--- src/sv/fnta_pkg.sv ---
// shared types, codes and character constants of the number formatter
package fnta_pkg;

   // format codes carried in the request tuser
   localparam logic [1:0] FMT_UDEC = 2'd0;
   localparam logic [1:0] FMT_SDEC = 2'd1;
   localparam logic [1:0] FMT_HEX  = 2'd2;
   localparam logic [1:0] FMT_BIN  = 2'd3;

   // ascii codes
   localparam logic [6:0] ASC_ZERO  = 7'h30;
   localparam logic [6:0] ASC_A     = 7'h41;
   localparam logic [6:0] ASC_PLUS  = 7'h2B;
   localparam logic [6:0] ASC_MINUS = 7'h2D;

   // field widths
   localparam int NUMBER_W = 32;
   localparam int COUNT_W  = 6;
   localparam int LINE_W   = 3;
   localparam int SCOL_W   = 5;
   localparam int COL_W    = 6;
   localparam int CHAR_W   = 7;
   localparam logic [COUNT_W-1:0] MAX_DIGITS = 6'd32;

   // controller states
   typedef enum logic [2:0] {
      ST_IDLE,
      ST_START,
      ST_CONVERT,
      ST_SIGN,
      ST_DIGITS
   } state_type;

   // controller to datapath
   typedef struct packed {
      logic load;
      logic conv_step;
      logic emit_sign;
      logic emit_digit;
   } dp_cmd_type;

   // datapath to controller
   typedef struct packed {
      logic is_dec;
      logic is_signed;
      logic count_zero;
      logic rem_one;
      logic conv_last;
      logic out_free;
   } dp_status_type;

   // digit value to ascii character
   function automatic logic [6:0] digit_to_ascii(input logic [3:0] d);
      logic [6:0] c;
      if (d < 4'd10) begin
         c = ASC_ZERO + {3'b000, d};
      end else begin
         c = ASC_A + {3'b000, d} - 7'd10;
      end
      return c;
   endfunction

endpackage

--- src/sv/fnta_ctrl.sv ---
// controller state machine of the number formatter
module fnta_ctrl (
   input  logic                   clock,
   input  logic                   reset,
   input  logic                   req_valid,
   output logic                   req_ready,
   input  fnta_pkg::dp_status_type status,
   output fnta_pkg::dp_cmd_type    cmd
);
   import fnta_pkg::*;

   state_type state_ff, state_in;

   // state register
   always_ff @(posedge clock) begin
      if (reset) begin
         state_ff <= ST_IDLE;
      end else begin
         state_ff <= state_in;
      end
   end

   // next state and commands
   always_comb begin
      state_in       = state_ff;
      cmd            = '0;
      req_ready      = 1'b0;
      case (state_ff)
         ST_IDLE: begin
            req_ready = 1'b1;
            if (req_valid) begin
               cmd.load = 1'b1;
               state_in = ST_START;
            end
         end
         ST_START: begin
            if (status.is_dec) begin
               state_in = ST_CONVERT;
            end else if (status.count_zero) begin
               state_in = ST_IDLE;
            end else begin
               state_in = ST_DIGITS;
            end
         end
         ST_CONVERT: begin
            cmd.conv_step = 1'b1;
            if (status.conv_last) begin
               if (status.is_signed) begin
                  state_in = ST_SIGN;
               end else if (status.count_zero) begin
                  state_in = ST_IDLE;
               end else begin
                  state_in = ST_DIGITS;
               end
            end
         end
         ST_SIGN: begin
            if (status.out_free) begin
               cmd.emit_sign = 1'b1;
               state_in      = status.count_zero ? ST_IDLE : ST_DIGITS;
            end
         end
         ST_DIGITS: begin
            if (status.out_free) begin
               cmd.emit_digit = 1'b1;
               if (status.rem_one) begin
                  state_in = ST_IDLE;
               end
            end
         end
         default: begin
            state_in = ST_IDLE;
         end
      endcase
   end

endmodule

--- src/sv/fnta_datapath.sv ---
// datapath: operand registers, bcd conversion, digit select and output register
module fnta_datapath #(
   parameter int VALUE_BITS = 32
) (
   input  logic                                clock,
   input  logic                                reset,
   input  fnta_pkg::dp_cmd_type                 cmd,
   output fnta_pkg::dp_status_type              status,
   input  logic [1:0]                          in_command,
   input  logic [fnta_pkg::NUMBER_W-1:0]       in_number,
   input  logic [fnta_pkg::COUNT_W-1:0]        in_digit_count,
   input  logic [fnta_pkg::LINE_W-1:0]         in_text_line,
   input  logic [fnta_pkg::SCOL_W-1:0]         in_start_column,
   output logic                                out_valid,
   input  logic                                out_ready,
   output logic [fnta_pkg::CHAR_W-1:0]         out_char,
   output logic [fnta_pkg::LINE_W-1:0]         out_line,
   output logic [fnta_pkg::COL_W-1:0]          out_column,
   output logic                                out_last
);
   import fnta_pkg::*;

   // decimal digits that a VALUE_BITS value can need
   localparam int NDEC  = (VALUE_BITS * 30103) / 100000 + 1;
   localparam int BCD_W = 4 * NDEC;
   localparam int CNT_W = $clog2(VALUE_BITS);

   logic [1:0]            fmt_ff, fmt_in;
   logic [VALUE_BITS-1:0] val_ff, val_in;
   logic [VALUE_BITS-1:0] sh_ff, sh_in;
   logic [BCD_W-1:0]      bcd_ff, bcd_in;
   logic [CNT_W-1:0]      cnt_ff, cnt_in;
   logic                  neg_ff, neg_in;
   logic [COUNT_W-1:0]    rem_ff, rem_in;
   logic [LINE_W-1:0]     line_ff, line_in;
   logic [COL_W-1:0]      col_ff, col_in;
   logic                  ovalid_ff, ovalid_in;
   logic [CHAR_W-1:0]     och_ff, och_in;
   logic [LINE_W-1:0]     oline_ff, oline_in;
   logic [COL_W-1:0]      ocol_ff, ocol_in;
   logic                  olast_ff, olast_in;

   logic [VALUE_BITS-1:0] raw_val;
   logic [BCD_W-1:0]      bcd_adj;
   logic [4:0]            pos;
   logic [3:0]            digit;

   assign raw_val = VALUE_BITS'(in_number);
   assign pos     = rem_ff[4:0] - 5'd1;

   // add-three correction on each bcd digit before the shift
   always_comb begin
      for (int k = 0; k < NDEC; k++) begin
         if (bcd_ff[4*k +: 4] >= 4'd5) begin
            bcd_adj[4*k +: 4] = bcd_ff[4*k +: 4] + 4'd3;
         end else begin
            bcd_adj[4*k +: 4] = bcd_ff[4*k +: 4];
         end
      end
   end

   // digit at the current position; weights beyond the value give zero
   always_comb begin
      case (fmt_ff)
         FMT_HEX: digit = 4'(val_ff >> {pos, 2'b00});
         FMT_BIN: digit = {3'b000, 1'(val_ff >> pos)};
         default: digit = 4'(bcd_ff >> {pos, 2'b00});
      endcase
   end

   // operand and conversion registers
   always_comb begin
      fmt_in  = fmt_ff;
      val_in  = val_ff;
      sh_in   = sh_ff;
      bcd_in  = bcd_ff;
      cnt_in  = cnt_ff;
      neg_in  = neg_ff;
      rem_in  = rem_ff;
      line_in = line_ff;
      col_in  = col_ff;
      if (cmd.load) begin
         fmt_in  = in_command;
         neg_in  = (in_command == FMT_SDEC) && raw_val[VALUE_BITS-1];
         val_in  = raw_val;
         sh_in   = neg_in ? (~raw_val + 1'b1) : raw_val;
         bcd_in  = '0;
         cnt_in  = '0;
         rem_in  = (in_digit_count > MAX_DIGITS) ? MAX_DIGITS : in_digit_count;
         line_in = in_text_line;
         col_in  = {1'b0, in_start_column};
      end else if (cmd.conv_step) begin
         bcd_in = {bcd_adj[BCD_W-2:0], sh_ff[VALUE_BITS-1]};
         sh_in  = {sh_ff[VALUE_BITS-2:0], 1'b0};
         cnt_in = cnt_ff + 1'b1;
      end else if (cmd.emit_sign) begin
         col_in = col_ff + 6'd1;
      end else if (cmd.emit_digit) begin
         col_in = col_ff + 6'd1;
         rem_in = rem_ff - 6'd1;
      end
   end

   // output register, refilled as the consumer takes a transaction
   always_comb begin
      och_in    = och_ff;
      oline_in  = oline_ff;
      ocol_in   = ocol_ff;
      olast_in  = olast_ff;
      ovalid_in = ovalid_ff && !out_ready;
      if (cmd.emit_sign) begin
         och_in    = neg_ff ? ASC_MINUS : ASC_PLUS;
         oline_in  = line_ff;
         ocol_in   = col_ff;
         olast_in  = (rem_ff == '0);
         ovalid_in = 1'b1;
      end else if (cmd.emit_digit) begin
         och_in    = digit_to_ascii(digit);
         oline_in  = line_ff;
         ocol_in   = col_ff;
         olast_in  = (rem_ff == 6'd1);
         ovalid_in = 1'b1;
      end
   end

   always_ff @(posedge clock) begin
      if (reset) begin
         ovalid_ff <= 1'b0;
      end else begin
         ovalid_ff <= ovalid_in;
      end
   end

   always_ff @(posedge clock) begin
      fmt_ff   <= fmt_in;
      val_ff   <= val_in;
      sh_ff    <= sh_in;
      bcd_ff   <= bcd_in;
      cnt_ff   <= cnt_in;
      neg_ff   <= neg_in;
      rem_ff   <= rem_in;
      line_ff  <= line_in;
      col_ff   <= col_in;
      och_ff   <= och_in;
      oline_ff <= oline_in;
      ocol_ff  <= ocol_in;
      olast_ff <= olast_in;
   end

   // status back to the controller
   assign status.is_dec     = (fmt_ff == FMT_UDEC) || (fmt_ff == FMT_SDEC);
   assign status.is_signed  = (fmt_ff == FMT_SDEC);
   assign status.count_zero = (rem_ff == '0);
   assign status.rem_one    = (rem_ff == 6'd1);
   assign status.conv_last  = (cnt_ff == CNT_W'(VALUE_BITS - 1));
   assign status.out_free   = !ovalid_ff || out_ready;

   assign out_valid  = ovalid_ff;
   assign out_char   = och_ff;
   assign out_line   = oline_ff;
   assign out_column = ocol_ff;
   assign out_last   = olast_ff;

endmodule

--- src/sv/fixed_width_number_to_ascii_top.sv ---
// top level of the fixed-width number to ascii formatter
// conversion: decimal formats run one double-dabble shift per value bit before
// the first character; hex and binary go from the start state straight to the digits
// throughput: one character per cycle once characters flow, while rsp_tready is high;
// a new number is taken only after the last character of the previous one is issued
// reset: synchronous active-high, empties the output register and idles the fsm
module fixed_width_number_to_ascii_top #(
   parameter int VALUE_BITS = 32
) (
   input  logic        clock,
   input  logic        reset,
   input  logic        req_tvalid,
   output logic        req_tready,
   // number[31:0], digit_count[37:32], text_line[40:38], start_column[45:41], zero pad
   input  logic [47:0] req_tdata,
   // command[1:0]
   input  logic [1:0]  req_tuser,
   output logic        rsp_tvalid,
   input  logic        rsp_tready,
   // ascii_char[6:0], out_line[9:7], out_column[15:10]
   output logic [15:0] rsp_tdata,
   // last_char
   output logic        rsp_tlast
);
   import fnta_pkg::*;

   dp_cmd_type    cmd;
   dp_status_type status;
   logic [CHAR_W-1:0] ch;
   logic [LINE_W-1:0] line;
   logic [COL_W-1:0]  col;

   // sequencer
   fnta_ctrl u_ctrl (
      .clock     (clock),
      .reset     (reset),
      .req_valid (req_tvalid),
      .req_ready (req_tready),
      .status    (status),
      .cmd       (cmd)
   );

   // datapath
   fnta_datapath #(
      .VALUE_BITS (VALUE_BITS)
   ) u_dp (
      .clock           (clock),
      .reset           (reset),
      .cmd             (cmd),
      .status          (status),
      .in_command      (req_tuser),
      .in_number       (req_tdata[31:0]),
      .in_digit_count  (req_tdata[37:32]),
      .in_text_line    (req_tdata[40:38]),
      .in_start_column (req_tdata[45:41]),
      .out_valid       (rsp_tvalid),
      .out_ready       (rsp_tready),
      .out_char        (ch),
      .out_line        (line),
      .out_column      (col),
      .out_last        (rsp_tlast)
   );

   assign rsp_tdata = {col, line, ch};

endmodule

--- config.mk ---
export PLATFORM = sky130hd
export DESIGN_NAME = fixed_width_number_to_ascii_top
export DESIGN_NICKNAME = d
export VERILOG_FILES = /design/src/sv/fnta_pkg.sv /design/src/sv/fnta_ctrl.sv /design/src/sv/fnta_datapath.sv /design/src/sv/fixed_width_number_to_ascii_top.sv
export SDC_FILE = /design/constraint.sdc
export NUM_CORES = 1
export LEC_CHECK = 0
export ABC_AREA = 1
export BUFFER_PORTS_ARGS = -buffer_cell sky130_fd_sc_hd__buf_2
export CAP_MARGIN = 20
export CELL_PAD_IN_SITES_DETAIL_PLACEMENT = 1
export CELL_PAD_IN_SITES_GLOBAL_PLACEMENT = 1
export CORE_MARGIN = 4
export CORE_UTILIZATION = 45
export DETAILED_ROUTE_END_ITERATION = 16
export PLACE_DENSITY = 0.83
export RECOVER_POWER = 50
export SLEW_MARGIN = 10
export SYNTH_ARGS = -nofsm -noshare
export SYNTH_HDL_FRONTEND = slang
export SYNTH_SLANG_ARGS = --single-unit
--- constraint.sdc ---
create_clock -name clock -period 3.25 [get_ports clock]
set_input_delay 0.65 -clock clock [delete_from_list [all_inputs] [get_ports clock]]
set_output_delay 0.65 -clock clock [all_outputs]
set_load 0.01 [all_outputs]
==> results of run 1 <==
==> metrics by stage <==
step                      hold WS (ns)  setup slack (ns)  std cells  utilization (%)
final                            0.411             0.407       1325             52.1
after global routing             0.391             0.171       1325             52.1
after CTS                        0.399             0.437       1325             52.5
after detailed placement         0.418             0.448       1293             49.2
after global placement           0.401             0.548       1293             49.2
after floorplan                  0.400             0.452       1019                -
==> per-layer routing <==
metal,track usage (%),part of all wire (%)
met5,0,0
met3,4.36,3.7
met1,28.2,44
met4,5.90,1.4
met2,41.5,51
==> final cells by class <==
class | instances | share of cell area [%]
sequential | 148 | 42.0
multi-input combinational | 718 | 39.6
inverter | 116 | 4.64
clock inverter | 14 | 1.88
timing repair buffer | 82 | 4.24
clock buffer | 18 | 4.57
tap | 229 | 3.05
==> kinds of logic after synthesis <==
group | after synthesis | share of synthesized area [%]
buffers and inverters | 153 | 7.53
AO/OA/AOI/OAI | 193 | 13.3
XOR/XNOR | 30 | 3.39
AND/OR/NAND/NOR | 468 | 24.2
flip-flops | 148 | 47.5
adder cells (fa/ha/maj) | 27 | 4.07
==> report_power, final <==
group	switching, W	total, W	internal, W
sequential	0.000315	0.00314	0.00282
clock	0.000826	0.00204	0.00122
combinational	0.00241	0.00343	0.00102
total	0.00355	0.00862	0.00506
==> worst paths after layout <==
kind         slack (ns)            start               end
max                0.41   u_dp.rem_ff[0]  u_dp.out_char[2]
max reg2reg        0.41   u_dp.rem_ff[0]  u_dp.out_char[2]
min                0.41    req_tdata[38]   u_dp.line_ff[0]
min reg2reg        0.43  u_dp.line_ff[2]  u_dp.out_line[2]
==> registers in the layout (all words and copies together), names as in the netlist <==
| name | cells |
|---|---|
| u_dp.bcd_ff | 40 |
| u_dp.sh_ff | 32 |
| u_dp.val_ff | 32 |
| u_dp.out_char | 7 |
| u_dp.col_ff | 6 |
| u_dp.out_column | 6 |
| u_dp.rem_ff | 6 |
| u_dp.cnt_ff | 5 |
| u_ctrl.state_ff | 3 |
| u_dp.line_ff | 3 |
| u_dp.out_line | 3 |
| u_dp.fmt_ff | 2 |
| u_dp.neg_ff | 1 |
| u_dp.out_last | 1 |
| u_dp.out_valid | 1 |
==> cell usage in the layout, fill, tap and decap left out, drive strengths merged, types with 4 or more instances in the layout <==
master | netlist | layout
a21oi | 60 | 60
nand3b | 4 | 4
xor2 | 24 | 24
dfxtp | 50 | 50
nor4 | 4 | 4
o311ai | 12 | 12
or2 | 6 | 6
ha | 27 | 27
o21ai | 90 | 90
o32ai | 5 | 5
nand4 | 4 | 4
buf | 24 | 30
inv | 114 | 118
nand3 | 89 | 89
edfxtp | 98 | 98
clkinv | 2 | 7
o31ai | 4 | 4
nand2 | 259 | 259
o211ai | 15 | 15
xnor2 | 6 | 6
nor3 | 9 | 9
nor2 | 90 | 90
clkbuf | 13 | 70
==> flow_summary.toml, run 1 <==
[run_status]
outcome = "finished, final reports clean"

[logic_synthesis]
ys_ff_latch = 148
synth.distinct_cells = 46
yosys_warnings = 0
avgSynthCellArea_sq_um = 8.15
netlist_area_sq_mm = 0.00830
ys_async_sr_fraction_pct = 0
netlist_instances = 1019
syn-num-nets = 1100
synth.top_cell.area_share_pct = 35.4
synth_edf_count = 98
synth_area_leader_cell = "edfxtp_1"
synth_commonest_cells = "251 x nand2_1, 108 x inv_1, 98 x edfxtp_1"
synth_ff_type = "edfxtp_1"
synth_area_leaders = "edfxtp_1 35%, dfxtp_1 12%, nand2_1 11%"
ys_seq_area_share_pct = 47.5
yosysMostFrequentCell = "nand2_1"

[die]
start_util_pct = 46.1
coreArea_sq_mm = 0.0180
io-pin-count = 73
fp.dieW_um = 144
die_h_um = 144
dieArea_sq_mm = 0.0207
row_count = 49

[critical_path]
cp.arrival_ns = 3.02
cp-start-kind = "register"
crit_path_frequent_cell = "nand2_1"
path_cells = "inv_2 -> ha_1 -> inv_1 -> nor2_2 -> nand4_1 -> nand2_1 -> a21oi_1 -> nand3_1 -> nand2_1 -> nand2_1 -> nand2_1 -> inv_1 -> ha_1 -> nand2_1 -> nand2_1 -> nand3_1 -> nand2_1 -> nand2_1 -> nand2_1"
slowest_stage = "edfxtp_1"
cp-end-kind = "register"
cp_top_family = "simple AND/OR/NAND/NOR gates"
max_stage_delay_ns = 0.42
crit_buf_inv = 3
crit_cells = 19
cp.required_ns = 3.43
critPathKind = "reg -> reg"
rr_worst_depth = 19
worst-path-max-fanout = 13

[clocking]
root_buffer = "clkbuf_16"
ctsHoldBuffers = 0
clkLatencyLatePin_ns = 0.42
cts_buffers = 17
clk_pin_slew_ns = 0.06
postCtsSetupRepairBufs = 0
cts-htree-levels = 4
post_cts_resized = 0
cts_sinks = 148
clockBufferDepth = 2
cts_tree = "yes"

[layout]
drive_gt1_share_pct = 8.21
fin_nets = 1164
num-fill-cells = 2250
seqCellArea_sq_mm = 0.00394
area_delta_synth_final_pct = 13.1
multi_input_area_sq_mm = 0.00372
n_antenna_cell = 0
final_area_sq_mm = 0.00939

[timing]
hold_viol_final = 0
setup_violations = 0
max_freq_mhz = 352
skew_ns = 0.00947
finalCritPeriodShare_pct = 87.5
tightest_slew_ns = 1.24
relSlewSlack_pct = 17.1
rsz0062_at_grt = "false"
tns_ns = 0
period_minus_slack_ns = 2.84
slew_violations = 0

[global_route]
grt_max_degree = 81
grt-ovfl-total = 0
grt_pass1_vias = 7617
antenna_found_initial = 0
grt_pass1_wl_mm = 37.8
grt_use_total_pct = 23.0

[pwr]
powerDensity_mw_per_mm2 = 917
peakVddDrop_v = 0.00108
power_w = 0.00862
p_leak_nw = 3.87

[place]
place_area_sq_mm = 0.00886
place_congestion = 0.836
portBuffers = 70
hpwl_mm = 16.3

[detailed_routing]
wl_per_cell_um = 17.6
drc = 0
firstDrtPassIters = 4
via_per_inst = 5.48
wl_mm = 23.4
drt_iter0_drc = 436
ant_nets = 0
route.vias.total = 7261

[flow_run]
drv_cap = 0

[hold_path]
whs_path_depth = 1
hp-class = "in -> reg"
Note: power is estimated with default switching activity, not from simulation.
==> run 2, diff against run 1 <==
==> constraint.sdc (replaced) <==
create_clock -name clock -period 3.25 [get_ports clock]
set_input_delay 0.325 -clock clock [delete_from_list [all_inputs] [get_ports clock]]
set_output_delay 0.325 -clock clock [all_outputs]
set_load 0.01 [all_outputs]
==> run 2 against run 1 <==
Compared with the run above: the flow now finishes with violations (capacitance limit, slew limit); critical path depth down 10; final cell count did not move; global-route usage is 0.67 points lower; clock power fell by 8%; first-iteration DRC count is 12% lower; power down 2.6%; combinational power decreased by 1%; maximum frequency down 4.8%; setup slack got worse by 0.14 ns; highest routed layer unchanged; hold slack got worse by 0.35 ns.
==> flow_summary.toml, run 2 (synthesized netlist as in run 1, its figures left out) <==
[layout]
drive_gt1_share_pct = 8.03
largest_registers = "u_dp.bcd_ff (40), u_dp.sh_ff (32), u_dp.val_ff (32)"
area_delta_synth_final_pct = 12.2
utilization_pct = 51.7
largest_reg_flops = 40
most-common-layout-cells = "251 x nand2_1, 108 x inv_1, 98 x edfxtp_1"
top_register = "u_dp.bcd_ff"
fin_nets = 1164
n_antenna_cell = 0
final_common_cell = "nand2_1"

[clocking]
cts_tree = "yes"
clockBufferDepth = 2
clkLatencyLatePin_ns = 0.44
postCtsSetupRepairBufs = 0
cts_sinks = 148
cts_buffers = 17
cts-htree-levels = 4
post_cts_resized = 0
root_buffer = "clkbuf_16"
ctsHoldBuffers = 0
clk_pin_slew_ns = 0.08

[global_route]
grt_use_total_pct = 22.3
grt-ovfl-total = 0
grt_pass1_wl_mm = 36.7
grt_pass1_vias = 7407
antenna_found_initial = 0
grt_max_degree = 81

[pwr]
powerDensity_mw_per_mm2 = 901
power_w = 0.00839
p_leak_nw = 3.82
peakVddDrop_v = 0.000541

[die]
fp.dieW_um = 144
coreArea_sq_mm = 0.0180
row_count = 49
start_util_pct = 46.1
dieArea_sq_mm = 0.0207
io-pin-count = 73
die_h_um = 144

[detailed_routing]
drc = 0
wl_met3_um = 760
wl_met2_mm = 11.5
via_per_inst = 5.50
highest_layer = "met4"
met1_length_mm = 9.96
firstDrtPassIters = 6
route.vias.total = 7291
ant_nets = 0
wl_per_cell_um = 17.1
drt_iter0_drc = 382
wl_mm = 22.7

[place]
hpwl_mm = 15.9
portBuffers = 70
place_congestion = 0.825

[critical_path]
cp.arrival_ns = 3.12
timing.rr.start = "u_ctrl.state_ff[1]"
rr_worst_depth = 9
worst-path-max-fanout = 32
cp.required_ns = 3.38
cp-end-kind = "register"
reg2reg_setup_slack_ns = 0.26
cp-start-kind = "register"
critPathKind = "reg -> reg"
r2r_end = "u_dp.sh_ff[30]"

[run_status]
outcome = "finished with violations"
violations = "capacitance limit, slew limit"

[flow_run]
drv_cap = 2

[timing]
setup_violations = 0
finalCritPeriodShare_pct = 91.9
skew_ns = 0.0158
slew_violations = 114
period_minus_slack_ns = 2.99
relSlewSlack_pct = -11.8
max_freq_mhz = 335
tightest_slew_ns = 1.68
tns_ns = 0
rsz0062_at_grt = "false"
hold_viol_final = 0

[hold_path]
hp-class = "in -> reg"
hp-start = "req_tdata[38]"
whs_path_depth = 1
worstHoldEndpoint = "u_dp.line_ff[0]"
-- run 2: worst max-delay path by stage --
| stage | to | start | slack, ns | depth (start not counted) |
|---|---|---|---|---|
| after global placement | u_dp.out_char[2] | u_dp.rem_ff[1] | 0.60 | 20 |
| final | u_dp.sh_ff[30] | u_ctrl.state_ff[1] | 0.26 | 9 |
| after CTS | u_dp.out_char[2] | u_dp.rem_ff[0] | 0.41 | 20 |
| after global routing | u_dp.bcd_ff[17] | u_ctrl.state_ff[1] | 0.06 | 10 |
| after detailed placement | u_dp.out_char[2] | u_dp.rem_ff[0] | 0.46 | 20 |
| after floorplan | u_dp.out_char[2] | u_dp.rem_ff[0] | 0.45 | 22 |
-- run 2: where the power goes --
group	leakage (nW)	switching (W)	internal (W)
Sequential	1.34	0.000300	0.00283
Clock	0.258	0.000880	0.000998
Combinational	2.23	0.00239	0.00100
Total	3.82	0.00357	0.00483
-- run 2: metrics by stage --
stage / area (sq um) / instances / hold slack [ns] / worst slack (ns)
final: 9310 / 1325 / 0.0569 / 0.263
after global routing: 9310 / 1325 / 0.0525 / 0.0570
after CTS: 9410 / 1325 / 0.0494 / 0.412
after detailed placement: 8860 / 1293 / 0.410 / 0.461
after global placement: 8860 / 1293 / 0.403 / 0.598
after floorplan: 8300 / 1019 / 0.394 / 0.452
-- run 2: routing by layer --
| metal | global-route usage [%] | up-vias |
|---|---|---|
| li1 | - | 3561 |
| met1 | 27.6 | 3561 |
| met2 | 39.7 | 135 |
| met3 | 3.26 | 34 |
| met4 | 7.93 | 0 |
| met5 | 0 | - |
-- run 2: final cells by class --
class                   instances  area [sq um]
clock inverters                14           119
inverters                     116           435
clock buffers                  18           429
repair buffers                 82           374
well taps                     229           287
flip-flops and latches        148          3940
fillers                      2265          8710
multi-input cells             718          3730
-- run 2: critical path: stages (launching register included) --
cell and delay (ns):
dfxtp_1 0.33, inv_1 0.05, nor2_1 0.08, inv_1 0.10, nor2_4 0.08, clkbuf_1 0.90, clkinv_1 0.21, buf_4 0.26
nand2_2 0.34, buf_12 0.26
==> run 3, diff against run 2 <==
- CORE_MARGIN: 4 -> unset
- CORE_UTILIZATION: 45 -> 41
- PLACE_DENSITY: 0.83 -> 0.8
- clock period: 3.25 -> 2.5 ns (I/O delays scaled with it)
==> run 3 against run 2 <==
Compared with the run above: the flow now finishes without violations; clock power is 30% higher; setup slack got worse by 0.21 ns; register-to-register slack worse by 0.21 ns; maximum frequency is 22% higher; hold slack got worse by 0.014 ns; critical path depth increased by 9; power rose by 38%; largest power group unchanged.
==> flow_summary.toml, run 3 (synthesized netlist as in run 1, its figures left out) <==
[run_status]
outcome = "finished, final reports clean"

[timing]
tightest_slew_ns = 0.934
hold_slack_ns = 0.0430
rsz0062_at_grt = "true"
skew_ns = 0.00967
period_minus_slack_ns = 2.45
setup_violations = 0
slew_violations = 0
finalCritPeriodShare_pct = 98.0
max_freq_mhz = 408
hold_viol_final = 0
relSlewSlack_pct = 37.1

[global_route]
grt_pass1_vias = 7568
grt_pass1_wl_mm = 38.0
grt_max_degree = 55
grt_use_total_pct = 23.8
grt-ovfl-total = 0
antenna_found_initial = 0

[die]
start_util_pct = 42.2
die_h_um = 144
row_count = 51
fp.dieW_um = 144
coreArea_sq_mm = 0.0197
io-pin-count = 73
dieArea_sq_mm = 0.0208

[clocking]
clk_pin_slew_ns = 0.07
root_buffer = "clkbuf_16"
cts-htree-levels = 4
cts_buffers = 17
cts_sinks = 148
cts_tree = "yes"
clkLatencyLatePin_ns = 0.44
clockBufferDepth = 2

[layout]
fin_nets = 1196
largest_registers = "u_dp.bcd_ff (40), u_dp.sh_ff (32), u_dp.val_ff (32)"
num-fill-cells = 2432
drive_gt1_share_pct = 11.7
largest_reg_flops = 40
n_antenna_cell = 0
top_register = "u_dp.bcd_ff"
area_delta_synth_final_pct = 16.8
final_area_sq_mm = 0.00970
final_common_cell = "nand2_1"
most-common-layout-cells = "248 x nand2_1, 104 x inv_1, 98 x edfxtp_1"

[pwr]
peakVddDrop_v = 0.000635
p_leak_nw = 3.99
powerDensity_mw_per_mm2 = 1200

[critical_path]
critPathKind = "reg -> reg"
max_stage_delay_ns = 0.43
cp_top_family = "simple AND/OR/NAND/NOR gates"
path_cells = "inv_2 -> buf_4 -> nand3_2 -> xor2_4 -> nand2_1 -> a21oi_1 -> nand3_1 -> nand2_1 -> nand2_1 -> nand2_2 -> inv_2 -> ha_4 -> nand2_1 -> nand2_1 -> nand3_1 -> nand2_1 -> nand2_1 -> nand2_1"
worst-path-max-fanout = 7
crit_buf_inv = 3
cp.required_ns = 2.69
cp-start-kind = "register"
slowest_stage = "edfxtp_1"
cp.arrival_ns = 2.64
crit_path_frequent_cell = "nand2_1"
cp-end-kind = "register"

[place]
hpwl_mm = 16.2
portBuffers = 70
place_area_sq_mm = 0.00906
place_congestion = 0.867

[detailed_routing]
route.vias.total = 7394
highest_layer = "met4"
met1_length_mm = 10.2
drt_iter0_drc = 431
ant_nets = 0
wl_per_cell_um = 16.9
wl_met2_mm = 11.9
wl_mm = 23.6
wl_met3_um = 804
drc = 0
via_per_inst = 5.31
firstDrtPassIters = 5

[flow_run]
drv_cap = 0

[hold_path]
hp-class = "in -> reg"
## run 3: changes by cell type in the layout (fill, tap and decap cells not counted), moves of 3 or more
cell           change
buf_4             +26
buf_6              +4
dlygate4sd3_1      +4
inv_1              -4
clkbuf_1           -3
inv_2              +3
nand2_1            -3
## run 3: path summary, 6_finish.rpt
check / end / startpoint / cells past startpoint / slack, ns
worst max-delay path: u_dp.out_char[2] / u_dp.rem_ff[0] / 18 / 0.05
worst min-delay path: u_ctrl.state_ff[1] / reset / 2 / 0.04
worst max register to register: u_dp.out_char[2] / u_dp.rem_ff[0] / 18 / 0.05
worst min register to register: u_dp.out_line[1] / u_dp.line_ff[1] / 0 / 0.42
## run 3: final cells by class
class	instances	area, sq um	share of cell area, %
flip-flops and latches	148	3940	40.7
well taps	265	332	3.42
clock buffers	18	439	4.53
repair buffers	114	634	6.54
clock inverters	14	119	1.23
inverters	116	438	4.51
multi-input cells	718	3790	39.1
## run 3: repair_timing
item | CTS | global route
endpoints found under the hold margin | 4 | 0
endpoints found under the setup margin | 1 | 7
gates resized for setup | 5 | 15
buffers inserted | 2 | 6
hold buffers | 4 | 0
pin swaps | 1 | 15
## run 3: layer usage
metal | up-vias | track usage, %
met5 | - | 0
met4 | 0 | 9.75
met3 | 44 | 3.87
met2 | 157 | 41.3
met1 | 3574 | 29.2
li1 | 3619 | -
## run 3: report_power, final
group / switching, W / internal, W
Sequential: 0.000390 / 0.00367
Clock: 0.00113 / 0.00132
Combinational: 0.00334 / 0.00175
Total: 0.00485 / 0.00674
## run 3: per-stage QoR
stage / setup slack, ns / cells / power, W / utilization, % / TNS, ns
CTS: 0.00427 / 1387 / 0.0114 / 49.3 / 0
global placement: 0.0485 / 1349 / 0.00858 / 46.1 / 0
floorplan: -0.0101 / 1019 / 0.00732 / - / -0.0101
finish: 0.0500 / 1393 / 0.0116 / 49.4 / 0
global route: -0.161 / 1393 / 0.0124 / 49.4 / -0.326
detailed placement: -0.0282 / 1349 / 0.00878 / 46.1 / -0.0282
